===== src/rtl/core/postfix_expression_evaluator_assert.svh =====
// Assertion macros for the postfix expression evaluator.
`ifndef POSTFIX_EXPRESSION_EVALUATOR_ASSERT_SVH
`define POSTFIX_EXPRESSION_EVALUATOR_ASSERT_SVH
// Implication checked on every clock edge outside reset.
`define PEE_ASSERT_IMP(lbl, clk, rst_n, a, b, msg) \
	lbl: assert property (@(posedge clk) disable iff (!rst_n) (a) |-> (b)) else $error(msg);
// Next-cycle implication checked outside reset.
`define PEE_ASSERT_NXT(lbl, clk, rst_n, a, b, msg) \
	lbl: assert property (@(posedge clk) disable iff (!rst_n) (a) |=> (b)) else $error(msg);
`endif


===== src/rtl/core/pee_pkg.sv =====
// Package: types and constants of the postfix expression evaluator.
`timescale 1ns / 1ps
package pee_pkg;
	localparam int STACK_DEPTH = 128;
	localparam int ADDR_W = $clog2(STACK_DEPTH);
	localparam int DEPTH_W = $clog2(STACK_DEPTH + 1);
	localparam logic [7:0] LIMIT_RESET = 8'd100;
	localparam logic [7:0] CH_PLUS = 8'h2B;
	localparam logic [7:0] CH_MINUS = 8'h2D;
	localparam logic [7:0] CH_STAR = 8'h2A;
	localparam logic [7:0] CH_SLASH = 8'h2F;
	localparam logic [7:0] CH_SPACE = 8'h20;
	localparam logic [7:0] CH_ZERO = 8'h30;
	localparam logic [7:0] CH_NINE = 8'h39;

	typedef struct packed {
		logic [7:0] char_code;
		logic last;
	} pee_in_t;

	typedef struct packed {
		logic signed [31:0] answer;
		logic [7:0] final_depth;
		logic underflow_seen;
		logic overflow_seen;
		logic divide_by_zero_seen;
	} pee_out_t;

	// Divider request
	typedef struct packed {
		logic start;
		logic [31:0] num;
		logic [31:0] den;
	} pee_div_req_t;

	typedef struct packed {
		logic done;
		logic [31:0] quo;
	} pee_div_rsp_t;
endpackage


===== src/rtl/core/pee_stack_ram.sv =====
// Stack memory: one write port, one registered read port.
`timescale 1ns / 1ps
module pee_stack_ram import pee_pkg::*; (
	input logic clk,
	input logic we,
	input logic [ADDR_W-1:0] waddr,
	input logic [31:0] wdata,
	input logic [ADDR_W-1:0] raddr,
	output logic [31:0] rdata
);
	logic [31:0] mem [STACK_DEPTH];

	always_ff @(posedge clk) begin
		if (we) mem[waddr] <= wdata;
		rdata <= mem[raddr];
	end
endmodule


===== config.mk =====
export PLATFORM = sky130hd
export DESIGN_NAME = pee_stack_ram
export DESIGN_NICKNAME = d
export VERILOG_FILES = /design/src/rtl/core/postfix_expression_evaluator_assert.svh /design/src/rtl/core/pee_pkg.sv /design/src/rtl/core/pee_stack_ram.sv
export SDC_FILE = /design/constraint.sdc
export NUM_CORES = 2
export LEC_CHECK = 0
export BUFFER_PORTS_ARGS = -buffer_cell sky130_fd_sc_hd__buf_2
export CAP_MARGIN = 20
export CORE_MARGIN = 3
export CORE_UTILIZATION = 45
export CTS_BUF_LIST = sky130_fd_sc_hd__clkbuf_4
export DETAILED_ROUTE_END_ITERATION = 6
export MAX_ROUTING_LAYER = met4
export PLACE_DENSITY_LB_ADDON = 0.2
export SYNTH_ARGS = -nofsm -noshare
export SYNTH_HDL_FRONTEND = slang
export SYNTH_SLANG_ARGS = --single-unit

===== constraint.sdc =====
create_clock -name clk -period 4.29 [get_ports clk]
set_input_delay 0.6435 -clock clk [delete_from_list [all_inputs] [get_ports clk]]
set_output_delay 0.6435 -clock clk [all_outputs]
set_load 0.01 [all_outputs]

Yosys cells after proc, flatten, opt, wreduce, memory -nomap -nowiden --
Memory sizes are Yosys's and may differ from the RTL's. A register that Yosys moved wholly into a read port is not among the register bits. Index checks and enable logic that the tools add are counted.
Storage, ports and cells: flip-flop bits (word level) 0, bits in latches 0, memory bits (writable) 4096, bits in read-only memories 0, bits of input ports 48, logic and storage cells 3, memories 1
Memory list:
- mem | words 128, bits a word 32, rd ports 1, clocked after memory_dff 1, write ports 1, line pee_stack_ram.sv:11 | logic [31:0] mem [STACK_DEPTH];
Operators by class: $add $sub $neg 0, multipliers 0, divide/modulo/power cells 0, magnitude comparators 0, eq/ne operators 0, shifts and indexed selects 0, mux-type cells 2, bitwise logic cells 0, reduce and logical (&&, ||, !) cells 0
Operator list (number):
- 1-bit two-way mux | 2

Longest topological paths before layout --
depth in word-level cells 2, gate-level depth with buffers 8, gate-level depth less buffers 4

Least setup slack after synthesis --
Ideal clock, no wire load.
path kind input port to flip-flop, start point input we, end point memory mem[98][0], enable pin, library setup time 461 ps, arrival 3421 ps, data required time 3829 ps, slack 408 ps, cell stages on the path 3, buffers on the path 1, cells stage by stage clkbuf_1 nand4_1 nor3_1
On the way: cells in the longest elaborated chain, start to end 2
Ends and longest elaborated chain:
- from (decl) | line pee_stack_ram.sv:5 | input logic we,
- 1-bit two-way mux | line pee_stack_ram.sv:14 | if (we) mem[waddr] <= wdata;
- 1-bit two-way mux (implied by the code) | line pee_stack_ram.sv:14
- to (decl) | line pee_stack_ram.sv:11
Every way passes these cells.

==> results.json <==
{
  "status": "finished clean",
  "synth.area.mux_share_pct": 19.6,
  "coreArea_um2": 344000,
  "yosys.area.top_type_share_pct": 78.7,
  "worstSetupPathType": "register to register",
  "synth-compound-area-share_pct": 0,
  "clk_pin_slew_ns": 0.07,
  "mappedNetlistArea_um2": 156000,
  "slowest_stage": "dlygate4sd3_1",
  "ys_top_cells_by_count": "4096 x edfxtp_1, 1344 x mux4_2, 182 x clkbuf_1, 122 x nor2_1, 79 x buf_2",
  "synthArstFlopShare_pct": 0,
  "whs_endpoint": "mem[112][17]",
  "rsz0062_at_grt": "false",
  "power_leakage_nw": 57.0,
  "nFillCells": 26600,
  "cts_max_level": 7,
  "yosys_warnings": 0,
  "cp.arrival_ns": 5.35,
  "drt-pass1-iter-count": 6,
  "hold_class": "input port to register",
  "max_stage_delay_ns": 0.57,
  "ctsResizeCount": 0,
  "clk_latency_ns": 1.64,
  "syn_avg_cell_area_um2": 26.1,
  "reg2reg_slack_ns": 0.46,
  "routed_wl_um": 445000,
  "setup-tns-final_ns": 0,
  "yosysSeqAreaShare_pct": 79.1,
  "fin_crit_ns": 3.83,
  "grt_antenna_before_repair": 62,
  "dpl_worst_slack_ns": 0.210,
  "row_count": 215,
  "hp-start": "wdata[17]",
  "ys.flop_type": "edfxtp_1",
  "clock_path_buffers": 5,
  "grt_usage_pct": 26.3,
  "cts_tree": "done",
  "ios": 80,
  "highest_layer": "met4",
  "clock_sinks": 4128,
  "maxSlewHeadroom_pct": 19.9,
  "synthCells": 5990,
  "synth_area_leader_cell": "edfxtp_1",
  "ys_seq_elements": 4128,
  "synth_edf_count": 4096,
  "drc": 0,
  "critical_path_buf_inv_count": 3,
  "p_per_area_nw_per_um2": 460,
  "holdPathStages": 2,
  "cts_buffers": 1135,
  "drtIter0Drc": 10500,
  "cap_violations": 0,
  "overflow": 0,
  "slew_viol_final": 0,
  "crit_chain": "mux4_2 > mux4_2 > dlygate4sd3_1 > mux4_2 > dlygate4sd3_1 > mux2_2 > dlygate4sd3_1",
  "wire_per_inst_um": 35.3,
  "worst-slew-pin-transition_ns": 1.20,
  "synth_simple_gate_area_share_pct": 0.446,
  "timing_hold_violations_final": 0,
  "setup_viol": 0,
  "total_power_mw": 83.0,
  "ir_drop_v": 0.000325,
  "synth_most_common_cell": "edfxtp_1",
  "met3_length_um": 44900,
  "placed_cell_area_um2": 166000,
  "clock-root-buffer": "clkbuf_4",
  "dieArea_um2": 354000,
  "io_buffers": 79,
  "finalCritPeriodShare_pct": 89.3,
  "drive_gt1_share_pct": 45.5,
  "vias_per_cell": 6.07,
  "met1Wirelength_um": 178000,
  "grt_max_degree": 129,
  "dp_hpwl_um": 247000,
  "gp_congestion": 0.821,
  "design_area_um2": 180000,
  "nNetsFinal": 7386,
  "required_ns": 5.81,
  "synth_cell_type_count": 17,
  "layout_setup_ws_ns": 0.460,
  "skew_ns": 0.168,
  "die_w_um": 595,
  "r2r_cells": 7,
  "cp-end-kind": "register",
  "r2r-start": "mem[92][16]",
  "start_util_pct": 45.4,
  "yosys.area_share.adder_pct": 0,
  "die_h_um": 595,
  "worst_r2r_endpoint": "rdata[16]",
  "wl_met2_um": 211000,
  "synthXorXnorAreaFrac_pct": 0,
  "critical_path.top_delay_family": "buffers and inverters",
  "synth_top_family_by_area": "multiplexers",
  "startpoint_type": "register",
  "area_growth_pct": 15.5,
  "ant_nets": 0,
  "grt_pass1_vias": 79000,
  "worstPathMaxFanout": 1,
  "netlist_top_cells_area": "edfxtp_1 79%, mux4_2 19%, clkbuf_1 0.44%",
  "max_freq_ghz": 0.261,
  "vias": 76600,
  "syn_nets": 6038,
  "grt_pass1_wl_um": 618000
}
## report_power, final
| part | internal (mW) | switching [mW] |
|---|---|---|
| clock | 18.1 | 15.5 |
| combinational | 1.80 | 2.84 |
| sequential | 44.5 | 0.207 |
## sequential cells by signal, indices dropped and copies added, names as in the netlist
| signal | flops |
|---|---|
| mem | 4096 |
| rdata | 32 |
## layout make-up
cell class	instances	area [um^2]	area share (%)
clock inverters	194	1150	0.637
multi-input cells	1546	32300	17.9
diodes	54	135	0.0749
clock buffers	1622	12200	6.75
flip-flops and latches	4128	124000	68.5
repair buffers	527	5350	2.96
well taps	4557	5700	3.16
## worst max path at each step
stage	startpoint	to	slack, ns	depth (start not counted)
6_report	mem[92][16]	rdata[16]	0.46	7
5_1_grt	mem[93][16]	rdata[16]	0.39	7
4_1_cts	mem[92][16]	rdata[16]	0.46	7
3_5_place_dp	raddr[0]	rdata[21]	0.21	7
3_3_place_gp	raddr[0]	rdata[21]	0.19	7
2_1_floorplan	we	mem[98][0]	0.41	3
## routing by layer
layer	global-route usage [%]	vias to the layer above
met5	-	-
met4	7.88	0
met3	6.37	571
met2	39.1	4314
met1	36.5	41900
li1	-	29800
## cells in the final DEF, fill, tap and decap left out, types with 4 or more instances in the layout
| cell type | netlist | final |
|---|---|---|
| buf_2 | 79 | 40 |
| inv_2 | 0 | 25 |
| clkbuf_4 | 0 | 1622 |
| dfxtp_1 | 32 | 32 |
| bufinv_16 | 0 | 15 |
| nor3_2 | 0 | 9 |
| dlygate4sd3_1 | 0 | 70 |
| mux4_2 | 1344 | 1344 |
| buf_12 | 0 | 92 |
| edfxtp_1 | 4096 | 4096 |
| buf_4 | 3 | 314 |
| nand3_2 | 0 | 4 |
| buf_16 | 0 | 7 |
| clkinv_2 | 0 | 13 |
| nand2_1 | 14 | 11 |
| mux2_2 | 32 | 32 |
| nor2b_1 | 7 | 7 |
| nor2_4 | 0 | 119 |
| clkinv_1 | 0 | 138 |
| nand3_1 | 12 | 8 |
| diode_2 | 0 | 54 |
## what timing repair did
| item | in CTS | in global routing |
|---|---|---|
| buffers inserted | 0 | 0 |
| hold buffers | 65 | 6 |
| endpoints found under the hold margin | 4708 | 90 |
## worst reg2reg max path, stage by stage, from the launching register on
cell and delay (ns):
edfxtp_1 0.37, mux4_2 0.48, mux4_2 0.46, dlygate4sd3_1 0.57, mux4_2 0.46, dlygate4sd3_1 0.56
mux2_2 0.25, dlygate4sd3_1 0.56
## metrics by stage
step | std cells | utilization [%] | hold slack [ns]
finish | 12600 | 52.4 | 0.136
global route | 12600 | 52.4 | 0.00336
CTS | 12600 | 52.3 | 0.00228
detailed placement | 10700 | 48.2 | 1.07
global placement | 10700 | 48.2 | 1.06
floorplan | 5990 | - | 0.742
## kinds of logic after synthesis
kind of cell,after synthesis
buffers and inverters,316
multiplexers,1376
AND/OR/NAND/NOR,170
flip-flops,4128
(Power assumes the default switching activity.)
