--- src/rtl/core/postfix_expression_evaluator_assert.svh ---
// Assertion macros for the postfix expression evaluator.
`ifndef POSTFIX_EXPRESSION_EVALUATOR_ASSERT_SVH
`define POSTFIX_EXPRESSION_EVALUATOR_ASSERT_SVH
// Implication checked on every clock edge outside reset.
`define PEE_ASSERT_IMP(lbl, clk, rst_n, a, b, msg) \
	lbl: assert property (@(posedge clk) disable iff (!rst_n) (a) |-> (b)) else $error(msg);
// Next-cycle implication checked outside reset.
`define PEE_ASSERT_NXT(lbl, clk, rst_n, a, b, msg) \
	lbl: assert property (@(posedge clk) disable iff (!rst_n) (a) |=> (b)) else $error(msg);
`endif

--- src/rtl/core/pee_pkg.sv ---
// Package: types and constants of the postfix expression evaluator.
`timescale 1ns / 1ps
package pee_pkg;
	localparam int STACK_DEPTH = 128;
	localparam int ADDR_W = $clog2(STACK_DEPTH);
	localparam int DEPTH_W = $clog2(STACK_DEPTH + 1);
	localparam logic [7:0] LIMIT_RESET = 8'd100;
	localparam logic [7:0] CH_PLUS = 8'h2B;
	localparam logic [7:0] CH_MINUS = 8'h2D;
	localparam logic [7:0] CH_STAR = 8'h2A;
	localparam logic [7:0] CH_SLASH = 8'h2F;
	localparam logic [7:0] CH_SPACE = 8'h20;
	localparam logic [7:0] CH_ZERO = 8'h30;
	localparam logic [7:0] CH_NINE = 8'h39;

	typedef struct packed {
		logic [7:0] char_code;
		logic last;
	} pee_in_t;

	typedef struct packed {
		logic signed [31:0] answer;
		logic [7:0] final_depth;
		logic underflow_seen;
		logic overflow_seen;
		logic divide_by_zero_seen;
	} pee_out_t;

	// Divider request
	typedef struct packed {
		logic start;
		logic [31:0] num;
		logic [31:0] den;
	} pee_div_req_t;

	typedef struct packed {
		logic done;
		logic [31:0] quo;
	} pee_div_rsp_t;
endpackage

--- src/rtl/core/pee_divider.sv ---
// Radix-2 restoring signed divider, one quotient bit per cycle.
`timescale 1ns / 1ps
module pee_divider import pee_pkg::*; (
	input logic clk,
	input logic arst_n,
	input pee_div_req_t req,
	output pee_div_rsp_t rsp
);
	logic busy_q;
	logic [5:0] cnt_q;
	logic [31:0] rem_q, quo_q, den_q;
	logic neg_q;
	logic [32:0] trial;
	logic [31:0] na, da;

	assign na = req.num[31] ? (32'd0 - req.num) : req.num;
	assign da = req.den[31] ? (32'd0 - req.den) : req.den;
	assign trial = {rem_q, quo_q[31]} - {1'b0, den_q};

	// Control
	always_ff @(posedge clk or negedge arst_n) begin
		if (!arst_n) begin
			busy_q <= 1'b0;
			cnt_q <= '0;
			rsp.done <= 1'b0;
		end else begin
			rsp.done <= 1'b0;
			if (req.start) begin
				busy_q <= 1'b1;
				cnt_q <= 6'd0;
			end else if (busy_q) begin
				cnt_q <= cnt_q + 6'd1;
				if (cnt_q == 6'd31) begin
					busy_q <= 1'b0;
					rsp.done <= 1'b1;
				end
			end
		end
	end

	// Datapath
	always_ff @(posedge clk) begin
		if (req.start) begin
			rem_q <= '0;
			quo_q <= na;
			den_q <= da;
			neg_q <= req.num[31] ^ req.den[31];
		end else if (busy_q) begin
			if (!trial[32]) begin
				rem_q <= trial[31:0];
				quo_q <= {quo_q[30:0], 1'b1};
			end else begin
				rem_q <= {rem_q[30:0], quo_q[31]};
				quo_q <= {quo_q[30:0], 1'b0};
			end
		end
	end

	assign rsp.quo = neg_q ? (32'd0 - quo_q) : quo_q;
endmodule

--- config.mk ---
export PLATFORM = sky130hd
export DESIGN_NAME = pee_divider
export DESIGN_NICKNAME = d
export VERILOG_FILES = /design/src/rtl/core/postfix_expression_evaluator_assert.svh /design/src/rtl/core/pee_pkg.sv /design/src/rtl/core/pee_divider.sv
export SDC_FILE = /design/constraint.sdc
export NUM_CORES = 1
export LEC_CHECK = 0
export ABC_AREA = 1
export ABC_CLOCK_PERIOD_IN_PS = 5300
export BUFFER_PORTS_ARGS = -buffer_cell sky130_fd_sc_hd__clkbuf_2
export CAP_MARGIN = 10
export CORE_MARGIN = 2
export CORE_UTILIZATION = 45
export CTS_CLUSTER_SIZE = 24
export DETAILED_ROUTE_END_ITERATION = 8
export SYNTH_ARGS = -nofsm -noshare
export SYNTH_HDL_FRONTEND = slang
export SYNTH_SLANG_ARGS = --single-unit
--- constraint.sdc ---
create_clock -name clk -period 5.3 [get_ports clk]
set_input_delay 1.06 -clock clk [delete_from_list [all_inputs] [get_ports clk]]
set_output_delay 1.06 -clock clk [all_outputs]
set_load 0.02 [all_outputs]
# Word level (Yosys, flattened, before mapping)
# Cells that the tools add are included.
[totals]
output_inout_bits = 33
ff_bits = 105
inputBits = 67
elab_cells = 31
[op_classes]
n_eq_ne = 1
n_bitwise = 1
mux = 15
reduce_logical = 1
add_sub_neg = 5
[op_table]
columns = ["operator", "count"]
rows = [
  ["2-to-1 mux 32 bit", 5],
  ["subtractor 1 x 32 -> 32 bit, first input constant", 3],
  ["subtractor 33 x 32 -> 33 bit", 1],
  ["2-to-1 mux 31 bit", 1],
  ["2-to-1 mux 6 bit", 2],
  ["2-to-1 mux 1 bit", 7],
  ["adder 6 x 1 -> 6 bit, second input constant", 1],
  ["equality test 6 x 5 -> 1 bit, second input constant", 1],
  ["nonzero test 2 bit", 1],
  ["bitwise XOR 1 bit", 1],
]

# Logic depth before layout (Yosys ltp)
# Gate-level depths: netlist of run 1.
[logic_depth]
ltp_word = 4
depth_mapped = 18
ltp_nobuf = 17

# Least setup slack after synthesis of run 1
# OpenSTA, ideal clock, no wires.
[synth_timing]
kind = "flip-flop to output port"
startpoint = "register quo_q[0]"
endpoint = "output rsp[28] in the netlist's numbering"
t_arrival_ns = 2.004
path_buffers = 0
stages_incl_launch_ff = 13
slack_ns = 2.236
path_cell_list = "edfxtp_1 -> inv_1 -> ha_1 -> inv_1 -> nor3_1 -> nand2_1 -> nor2_1 -> nand2_1 -> nor2_1 -> nand3_1 -> o21ai_0 -> nand2_1 -> xor2_1"
[synth_lines]
columns = ["element", "line", "text"]
rows = [
  ["start, declared", "pee_divider.sv:11", "logic [31:0] rem_q, quo_q, den_q;"],
  ["start signal, assigned", "pee_divider.sv:45", "quo_q <= na;"],
  ["start signal, assigned", "pee_divider.sv:51", "quo_q <= {quo_q[30:0], 1'b1};"],
  ["start signal, assigned", "pee_divider.sv:54", "quo_q <= {quo_q[30:0], 1'b0};"],
  ["end, declared", "pee_divider.sv:7", "output pee_div_rsp_t rsp"],
]

==> run metrics, run 1 <==
largest family of logic cells by synthesized area simple AND/OR/NAND/NOR gates; Pwr Total 2.36 mW; H-Tree Depth 3; Synthesized Nets 1,563; adder and majority cell fraction of the synthesized area 5.11%; Synth Area in XOR/XNOR 8.37%; Area Growth Syn to Fin 11.3%; Mapped Avg Cell Area 6.31 sq um; Psw 819 uW; Yosys reg bits 105; routability cong. 0.882; CTS tree done; layout filler cell count 2,118; VDD IR-drop max 128 uV; compound-cell area share of the yosys netlist 6.73%; DIE WIDTH 147 um; Setup crit start kind register; initial antenna violation count 1; Area after DPL 9940 sq um; FF-to-FF End quo_q[0]$_DFFE_PP_; crit-path max FO 3; routed vias 8,746; Internal Pwr Total 1.54 mW; DRT antenna net count 0; initial core utilization 45.6%; min-delay src rem_q[8]$_SDFFE_PP0P_; dpl hpwl 19.0 mm; register area share after synthesis 30.3%; RSZ-0062 raised after global routing false; Core Region 20,200 sq um; DR WL/cell 13.0 um; Root Driver clkbuf_16; PortBufs 99; CTS Buf Count 9; synthesized area 9200 sq um; DR pass1 iterations 5; final instance area 10,200 sq um; path type of the worst min-delay path register to register; Fin. Hold Viols 0; commonest non-fill, non-tap cell in the layout nand2_1; final wirelength 23.6 mm; number of global-route vias before repair 8,452; Yosys cell types 45; Vias/cell 4.80; most frequent cells in the layout 501 x nand2_1, 293 x inv_1, 111 x nor2_1; Die Area 21,600 sq um; grt ovf 0; Req. time, crit path 4.24 ns; DRC 0; Pwr Density 231 nW/um^2; static leakage 5.55 nW; layout cells sized above 1 9.41%; overall fraction of global-route tracks in use 22.7%; final setup fails 0; Flop pwr share 41.9%; Worst-Skew Late Latency 0.36 ns; post-CTS sizing 0; Iteration-0 DRC Markers 398; share of the synthesized area in the top cell type 21.2%; kind of critical path register to output pin; final setup TNS 0 ns; hold path cells 2; Top Ports 100; fin. max-slew vios 0; largest net degree at the start of global routing 44; hold_ws 0.476 ns; Max-Cap Viols 0; Max Fclk 263 MHz; sw frac 34.7%; Worst setup EP type output pin; Rel. slew slack 31.9%; area leader, netlist edfxtp_1; Die Ht 147 um; Reg clk slew, reported paths 0.08 ns; Hold EP rem_q[8]$_SDFFE_PP0P_; Worst R2R Path Depth 14; internal reg-to-reg setup slack 2.45 ns; Clock Skews 0.0164 ns; # nets final 1,650; row cnt 52; Tmin final 3.81 ns; total clock sinks 105; hold_buf cts 0; Antenna Cells 0; multiplexer share of the synthesized area 0%; FF-to-FF Start den_q[0]$_DFFE_PP_; Worst Tran Pin Value 1.02 ns; critical path data arrival time 2.75 ns; top cells by area, synth edfxtp_1 21%, nand2_1 20%, inv_1 12%, dfxtp_1 7.0%, xor2_1 6.0%; status complete, no violations; Max Root-Sink Buffers 2; Post-CTS Setup Inserts 0; Clock power frac 29.9%; first-pass GRT wire length 39.5 mm; Simple-Gate Fraction of Synth Area 35.7%; Cells after Synth 1,459; fin crit share 71.8%; part of the power in combinational logic 28.2%; Warnings, synthesis 0
## state kept, by name, indices dropped and copies added (netlist names)
register / flops
den_q: 32
neg_q: 1
rsp: 1
quo_q: 32
cnt_q: 6
busy_q: 1
rem_q: 32
## worst max-delay path, stage by stage (launching register included)
cell	delay (ns)
edfxtp_1	0.39
inv_1	0.11
ha_1	0.16
inv_1	0.05
nor3_1	0.31
nand2_1	0.12
nor2_1	0.15
nand2_1	0.08
nor2_1	0.16
nand3_1	0.16
o21ai_0	0.29
nand2_1	0.10
xor2_1	0.13
clkbuf_2	0.18
## cells in the mapped netlist, drive strengths merged
master    n
inv     295
buf       9
dfrtp     8
dfxtp    32
a21o      1
a22o      1
nand3b    1
fa        1
nand2   509
xnor2    25
and2      5
o21bai    1
xor2     63
o211ai    4
or2       5
ha       36
nand4    16
o31ai     1
and3      1
edfxtp   65
nand3   102
nor2    116
o21ai    72
nor4      3
nor3     28
o32ai     1
a21oi    32
clkinv    1
a31oi     3
clkbuf   21
o22ai     1
## power groups by stage
stage          clock network [mW]  registers [mW]  logic [mW]
2_1_floorplan                   0           0.992       0.461
3_3_place_gp                    0            1.00       0.663
3_5_place_dp                    0            1.01       0.664
4_1_cts                     0.721           0.988       0.669
5_1_grt                     0.748           0.997       0.753
6_report                    0.706           0.989       0.666
## cell type report
cell class                      instances  area [sq um]  area share [%]
Tap cell                              270           338            3.30
Sequential cell                       105          2790            27.3
Multi-Input combinational cell       1028          5150            50.3
Inverter                              296          1110            10.8
Clock buffer                           10           229            2.24
Clock inverter                          6          75.1           0.733
Timing Repair Buffer                  106           548            5.35
## per-layer routing
metal	GRT usage [%]	vias to the layer above	part of all wire [%]
met1	28.6	3877	46
li1	-	4665	-
met3	3.63	27	5.2
met4	7.64	0	2.2
met5	0	-	0
met2	39.8	177	47
## how the worst max path moves through the flow
stage,from,endpoint,cells past startpoint
floorplan,quo_q[0]$_DFFE_PP_,rsp[28],12
global route,quo_q[0]$_DFFE_PP_,rsp[30],12
global placement,quo_q[0]$_DFFE_PP_,rsp[30],12
CTS,quo_q[0]$_DFFE_PP_,rsp[28],13
finish,quo_q[0]$_DFFE_PP_,rsp[28],13
detailed placement,quo_q[0]$_DFFE_PP_,rsp[28],13
## through the flow
step / setup slack [ns] / cells / util, %
5_1_grt: 1.21 / 1821 / 50.8
6_report: 1.49 / 1821 / 50.8
3_5_place_dp: 1.89 / 1805 / 49.3
2_1_floorplan: 2.24 / 1459 / -
3_3_place_gp: 1.94 / 1805 / 49.3
4_1_cts: 1.47 / 1821 / 50.8
## cell families (layout without fill, tap and decap cells)
family / Yosys count / count (layout)
and+or+nand+nor: 786 / 786
buffers and inverters: 326 / 418
AOI/OAI and AO/OA: 117 / 117
DFF: 105 / 105
xor gates and xnor gates: 88 / 88
adders and majority gates: 37 / 37
No activity file was read; power rests on OpenSTA's default activity.
==> run 2: changes to the inputs <==
--- a/config.mk
+++ b/config.mk
@@ -5,14 +5,15 @@
 export SDC_FILE = /design/constraint.sdc
 export NUM_CORES = 1
 export LEC_CHECK = 0
-export ABC_AREA = 1
-export ABC_CLOCK_PERIOD_IN_PS = 5300
+export ABC_AREA = 0
+export ABC_CLOCK_PERIOD_IN_PS = 3300
 export BUFFER_PORTS_ARGS = -buffer_cell sky130_fd_sc_hd__clkbuf_2
 export CAP_MARGIN = 10
 export CORE_MARGIN = 2
 export CORE_UTILIZATION = 45
 export CTS_CLUSTER_SIZE = 24
 export DETAILED_ROUTE_END_ITERATION = 8
+export PLACE_DENSITY = 0.67
 export SYNTH_ARGS = -nofsm -noshare
 export SYNTH_HDL_FRONTEND = slang
 export SYNTH_SLANG_ARGS = --single-unit
==> constraint.sdc (replaced) <==
create_clock -name clk -period 3.3 [get_ports clk]
set_input_delay 0.66 -clock clk [delete_from_list [all_inputs] [get_ports clk]]
set_output_delay 0.66 -clock clk [all_outputs]
set_load 0.02 [all_outputs]
==> run 2 against run 1 <==
  * Highest routed layer unchanged
  * Cell area shrank 6.9%
  * Critical path type unchanged
  * First-iteration DRC count grew 23%
  * Count of clock-buffer cells in the layout is the same
  * Largest cell class unchanged
  * The flow now finishes with violations (setup timing)
==> run metrics, run 2 <==
largest net degree at the start of global routing 53; biggest regs den_q: 32 flops, quo_q: 32 flops, rem_q: 32 flops; top cells by area, synth edfxtp_1 26%, xnor2_1 9.4%, dfxtp_1 8.4%, ha_1 5.9%, nand2_1 4.9%; layout cells sized above 1 22.7%; FF-to-FF End rem_q[0]$_SDFFE_PP0P_; Iteration-0 DRC Markers 491; Reg clk slew, reported paths 0.07 ns; Max Root-Sink Buffers 2; fin. max-slew vios 0; status finished with violations; register area share after synthesis 36.7%; routability cong. 0.908; commonest non-fill, non-tap cell in the layout nand2_1; RSZ-0062 raised after global routing true; critical path data arrival time 3.23 ns; initial core utilization 46.0%; delay-heaviest family, CP simple AND/OR/NAND/NOR gates; Area Growth Syn to Fin 25.5%; register area 2790 sq um; CTS Buf Count 9; Max Fclk 257 MHz; DRC 0; overall fraction of global-route tracks in use 21.0%; final wirelength 18.9 mm; Placed Instances 1,194; Pwr Total 4.75 mW; DR pass1 iterations 5; top post-synthesis cells by count 99 x nand2_1, 82 x xnor2_1, 77 x nor2_1; Rel. slew slack 37.5%; Worst R2R Path Depth 14; final setup fails 18; Vias/cell 5.52; Fin. Hold Viols 0; FF-to-FF Start den_q[0]$_DFFE_PP_; grt ovf 0; area of the multi-input gates 4850 sq um; PortBufs 99; Tmin final 3.89 ns; Req. time, crit path 2.64 ns; count leader, synth nand2_1; internal reg-to-reg setup slack 0.06 ns; Pwr Density 498 nW/um^2; first-pass GRT wire length 30.4 mm; Worst path slowest cell or4_4; Post-synth top flop edfxtp_1; initial antenna violation count 0; Top Ports 100; Yosys reg bits 105; Worst-Skew Late Latency 0.36 ns; Mapped Avg Cell Area 8.80 sq um; DP Worst Slack -0.364 ns; CP cell instances or3_4 -> nor3_4 -> nand2_1 -> or4_4 -> or3_4 -> or3_4 -> o41ai_1 -> xnor2_1 -> clkbuf_2; total clock sinks 105; Core Region 16,500 sq um; Die Ht 134 um; Antenna Cells 0; Synth async-reset ratio 7.62%; Worst Tran Pin Value 0.934 ns; synthesized area 7600 sq um; # nets final 1,100; fin crit share 118%; Setup crit start kind register; worst path bufs/invs 1; path type of the worst min-delay path primary input to async pin; hold_buf cts 0; most frequent cells in the layout 97 x nand2_1, 83 x clkbuf_2, 77 x nor2_1; Clock Skews 0.00669 ns; CP dominant cell by count or3_4; CTS tree done; number of global-route vias before repair 6,206; layout filler cell count 1,480; share of the synthesized area in the top cell type 25.7%; Worst setup EP type output pin; routed vias 6,745; DIE WIDTH 134 um; Cells after Synth 864; Yosys cell types 65; Critical Path Stages 9; non-filler cells, final 1,221; Worst Setup SP quo_q[4]$_DFFE_PP_; VDD IR-drop max 302 uV; Die Area 18,000 sq um; Final WS setup -0.592 ns; crit-path max FO 4; static leakage 3.95 nW; EDFF count, synth 65; crit-path max cell delay 0.42 ns; failing checks setup timing; kind of critical path register to output pin; Max-Cap Viols 0; Synthesized Nets 968; DRT antenna net count 0; hold_ws 0.136 ns; area leader, netlist edfxtp_1; H-Tree Depth 3; dpl hpwl 13.7 mm; Warnings, synthesis 0; DR WL/cell 15.5 um; row cnt 47; Root Driver clkbuf_16; crit path capture rsp[22]
## run 2: cell count changes after synthesis, sizes merged, moves of 14 or more
cell / before / now
xnor2: 25 / 83
nor3: 28 / 8
a21oi: 32 / 63
o21ai: 72 / 57
xor2: 63 / 38
or4: 0 / 19
nand3: 102 / 10
nand2: 509 / 99
inv: 295 / 49
o41ai: 0 / 14
o31ai: 1 / 26
or3: 0 / 17
a311oi: 0 / 20
nor2: 116 / 77
## run 2: area by class of cell
| cell class | instances | share of cell area (%) |
|---|---|---|
| Clock buffer | 10 | 2.50 |
| Clock inverter | 6 | 1.18 |
| Inverter | 49 | 1.93 |
| Multi-Input combinational cell | 675 | 50.9 |
| Sequential cell | 105 | 29.3 |
| Tap cell | 220 | 2.89 |
| Timing Repair Buffer | 156 | 11.4 |
## run 2: worst register-to-register path, cell delays in order, from the launching register on
cell and delay, ns:
edfxtp_1 0.42, ha_2 0.21, fa_2 0.34, nand2b_4 0.16
a21oi_4 0.15, o221a_4 0.22, a211oi_2 0.08, o31a_1 0.33
o31a_4 0.32, buf_6 0.14, xnor2_4 0.14, buf_12 0.16
buf_12 0.13, nand2b_1 0.09, a311oi_2 0.26
## run 2: how the worst min path moves through the flow
stage	start	to	cells after the start
2_1_floorplan	arst_n	busy_q$_DFF_PN0_	0
3_3_place_gp	rem_q[8]$_SDFFE_PP0P_	rem_q[8]$_SDFFE_PP0P_	2
3_5_place_dp	rem_q[8]$_SDFFE_PP0P_	rem_q[8]$_SDFFE_PP0P_	2
4_1_cts	arst_n	cnt_q[2]$_DFFE_PN0P_	1
5_1_grt	arst_n	rsp[32]$_DFF_PN0_	1
6_report	arst_n	cnt_q[2]$_DFFE_PN0P_	1
## run 2: logic make-up after synthesis
logic type | Yosys count | share of synthesized area, %
AO/OA/AOI/OAI | 239 | 20.7
buffers and inverters | 84 | 4.25
flip-flops | 105 | 36.7
adder cells (fa/ha/maj) | 37 | 6.19
XOR/XNOR | 121 | 14.1
AND/OR/NAND/NOR | 270 | 17.0
multiplexers | 8 | 1.07
## run 2: timing repair
| action | 4_1_cts | 5_1_grt |
|---|---|---|
| resized for setup | 41 | 39 |
| endpoints found under the setup margin | 50 | 53 |
| gates cloned | 2 | 1 |
| buffers inserted | 5 | 3 |
| hold endpoints to repair | 0 | 0 |
| pin swaps | 19 | 17 |
## run 2: layer usage
layer	vias to the layer above	track usage (%)	share of wire, %
met5	-	0	0
li1	3424	-	-
met2	223	33.0	44
met3	17	2.61	6.1
met1	3081	30.6	48
met4	0	5.91	1.4
## run 2: stage by stage
stage	util [%]	instance area (sq um)	setup TNS, ns
detailed placement	52.9	8740	-8.49
CTS	56.7	9370	-7.56
floorplan	-	7740	-1.04
finish	57.7	9540	-7.39
global route	57.7	9540	-9.71
global placement	52.9	8740	-5.62
## run 2: power by group
| group | internal (mW) | total [mW] | switching, mW |
|---|---|---|---|
| logic | 0.803 | 1.76 | 0.954 |
| registers | 1.57 | 1.74 | 0.162 |
| clock network | 0.765 | 1.26 | 0.493 |
| total | 3.14 | 4.75 | 1.61 |
==> run 3: changes to the inputs <==
--- a/config.mk
+++ b/config.mk
@@ -9,11 +9,13 @@
 export ABC_CLOCK_PERIOD_IN_PS = 3300
 export BUFFER_PORTS_ARGS = -buffer_cell sky130_fd_sc_hd__clkbuf_2
 export CAP_MARGIN = 10
+export CELL_PAD_IN_SITES_DETAIL_PLACEMENT = 1
+export CELL_PAD_IN_SITES_GLOBAL_PLACEMENT = 1
 export CORE_MARGIN = 2
-export CORE_UTILIZATION = 45
+export CORE_UTILIZATION = 40
 export CTS_CLUSTER_SIZE = 24
 export DETAILED_ROUTE_END_ITERATION = 8
-export PLACE_DENSITY = 0.67
+export PLACE_DENSITY_LB_ADDON = 0.1
 export SYNTH_ARGS = -nofsm -noshare
 export SYNTH_HDL_FRONTEND = slang
 export SYNTH_SLANG_ARGS = --single-unit
==> constraint.sdc (replaced) <==
create_clock -name clk -period 3.3 [get_ports clk]
set_input_delay 0.66 -clock clk [delete_from_list [all_inputs] [get_ports clk]]
set_output_delay 0.66 -clock clk [all_outputs]
set_load 0.1 [all_outputs]
==> run 3 against run 2 <==
  * The run still ends with setup timing left
  * Clock power up 4%
  * Combinational power up 71%
  * Utilization up 0.65 points
  * Worst hold slack worse by 0.0021 ns
  * Count of clock-buffer cells in the layout up 1
==> run metrics, run 3 (synthesis results as in run 2) <==
status finished with violations; failing checks setup timing; static leakage 4.61 nW; routability cong. 0.897; Die Ht 142 um; non-filler cells, final 1,280; Final WS setup -0.781 ns; Clock Skews 0.0134 ns; part of the power in combinational logic 49.5%; Flop pwr share 28.9%; grt ovf 0; worst path bufs/invs 2; Core Region 18,700 sq um; Area after DPL 9460 sq um; delay-heaviest family, CP simple AND/OR/NAND/NOR gates; Pwr Density 557 nW/um^2; final setup fails 47; hold_ws 0.134 ns; number of global-route vias before repair 7,334; Fin. Hold Viols 0; DRC 0; Setup crit start kind register; kind of critical path register to output pin; dpl hpwl 16.5 mm; Psw 2.48 mW; Req. time, crit path 2.64 ns; FF-to-FF Start den_q[0]$_DFFE_PP_; first-pass GRT wire length 37.5 mm; CP cell instances or3_4 -> nor3_4 -> nand2_1 -> or4_4 -> or3_4 -> or3_4 -> buf_4 -> o41ai_4 -> xnor2_2 -> buf_12; RSZ-0062 raised after global routing true; crit-path max cell delay 0.44 ns; Worst-Skew Late Latency 0.36 ns; DR WL/cell 18.6 um; DRT antenna net count 0; path type of the worst min-delay path primary input to async pin; Root Driver clkbuf_16; layout cells sized above 1 33.2%; final wirelength 23.8 mm; Reg clk slew, reported paths 0.07 ns; final core occ 58.4%; Worst Tran Pin Value 0.966 ns; Vias/cell 5.63; critical path data arrival time 3.42 ns; grt peak-use layer met2; internal reg-to-reg setup slack -0.09 ns; total clock sinks 105; crit-path max FO 3; Rel. slew slack 35.4%; fin crit share 124%; Worst path slowest cell or4_4; Pwr Total 6.08 mW; DR pass1 iterations 4; DIE WIDTH 142 um; Antenna Cells 0; hold_buf cts 0; row cnt 50; routing usage on met2 40.9%; Top Ports 100; initial antenna violation count 0; Worst R2R Path Depth 14; layout filler cell count 2,066; Placed Instances 1,225; CTS Buf Count 9; fin. max-slew vios 0; PortBufs 99; # nets final 1,145; most frequent cells in the layout 81 x buf_4, 77 x nor2_1, 74 x clkbuf_2; VDD IR-drop max 243 uV; Worst setup EP type output pin; CP dominant cell by count or3_4; register area 2790 sq um; area of the multi-input gates 5480 sq um; CTS tree done; initial core utilization 40.6%; met3 GRT Util 2.16%; Tmin final 4.08 ns; Max Root-Sink Buffers 2; GR Util met1 29.7%; final instance area 10,900 sq um; sw frac 40.8%; Iteration-0 DRC Markers 330; Area Growth Syn to Fin 43.6%; overall fraction of global-route tracks in use 23.2%; FF-to-FF End rem_q[3]$_SDFFE_PP0P_; Max Fclk 245 MHz; commonest non-fill, non-tap cell in the layout buf_4; Max-Cap Viols 0; Internal Pwr Total 3.60 mW; Clock power frac 21.5%; Die Area 20,100 sq um; H-Tree Depth 3; biggest regs den_q: 32 flops, quo_q: 32 flops, rem_q: 32 flops; routed vias 7,206; final setup TNS -12.10 ns; largest net degree at the start of global routing 51; DP Worst Slack -0.518 ns
[run 3: changes by cell type in the layout (fill, tap and decap cells not counted), moves of 8 or more]
cell,before,now
nand2_1,97,62
buf_12,3,29
buf_4,61,81
nand2_4,0,19
nand2_2,2,17
xnor2_1,76,64
o21ai_0,47,36
xnor2_4,1,12
clkbuf_2,83,74
a311oi_1,13,5
a311oi_2,7,15
buf_6,2,10
[run 3: power groups by stage]
stage / Combinational (mW) / Sequential [mW] / Clock [mW]
after detailed placement: 2.51 / 1.76 / 0
after global placement: 2.44 / 1.75 / 0
after floorplan: 1.74 / 1.72 / 0
final: 3.01 / 1.76 / 1.31
after global routing: 3.18 / 1.78 / 1.39
after CTS: 2.89 / 1.75 / 1.34
[run 3: final cells by class]
type	instances	area share, %
Clock buffer	11	2.13
Clock inverter	5	1.18
Tap cell	234	2.68
Timing Repair Buffer	201	16.6
Inverter	49	1.68
Sequential cell	105	25.6
Multi-Input combinational cell	675	50.2
[run 3: repair_timing]
action | 4_1_cts | 5_1_grt
hold endpoints to repair | 0 | 0
pin swaps | 43 | 34
endpoints found under the setup margin | 49 | 59
resized for setup | 105 | 69
setup buffers | 27 | 11
cloned | 5 | 0
[run 3: worst max-delay path by stage]
stage	startpoint	to	slack [ns]	cells after the start
6_report	quo_q[4]$_DFFE_PP_	rsp[22]	-0.78	10
5_1_grt	quo_q[3]$_DFFE_PP_	rsp[24]	-0.86	11
4_1_cts	quo_q[4]$_DFFE_PP_	rsp[25]	-0.76	9
3_5_place_dp	quo_q[3]$_DFFE_PP_	rsp[25]	-0.52	9
3_3_place_gp	quo_q[3]$_DFFE_PP_	rsp[25]	-0.49	9
2_1_floorplan	quo_q[3]$_DFFE_PP_	rsp[28]	-0.39	9
[run 3: per-layer routing]
metal	up-vias	routed length, um
met5	-	0
met4	0	466
met3	29	643
li1	3494	-
met1	3528	10800
met2	155	11900
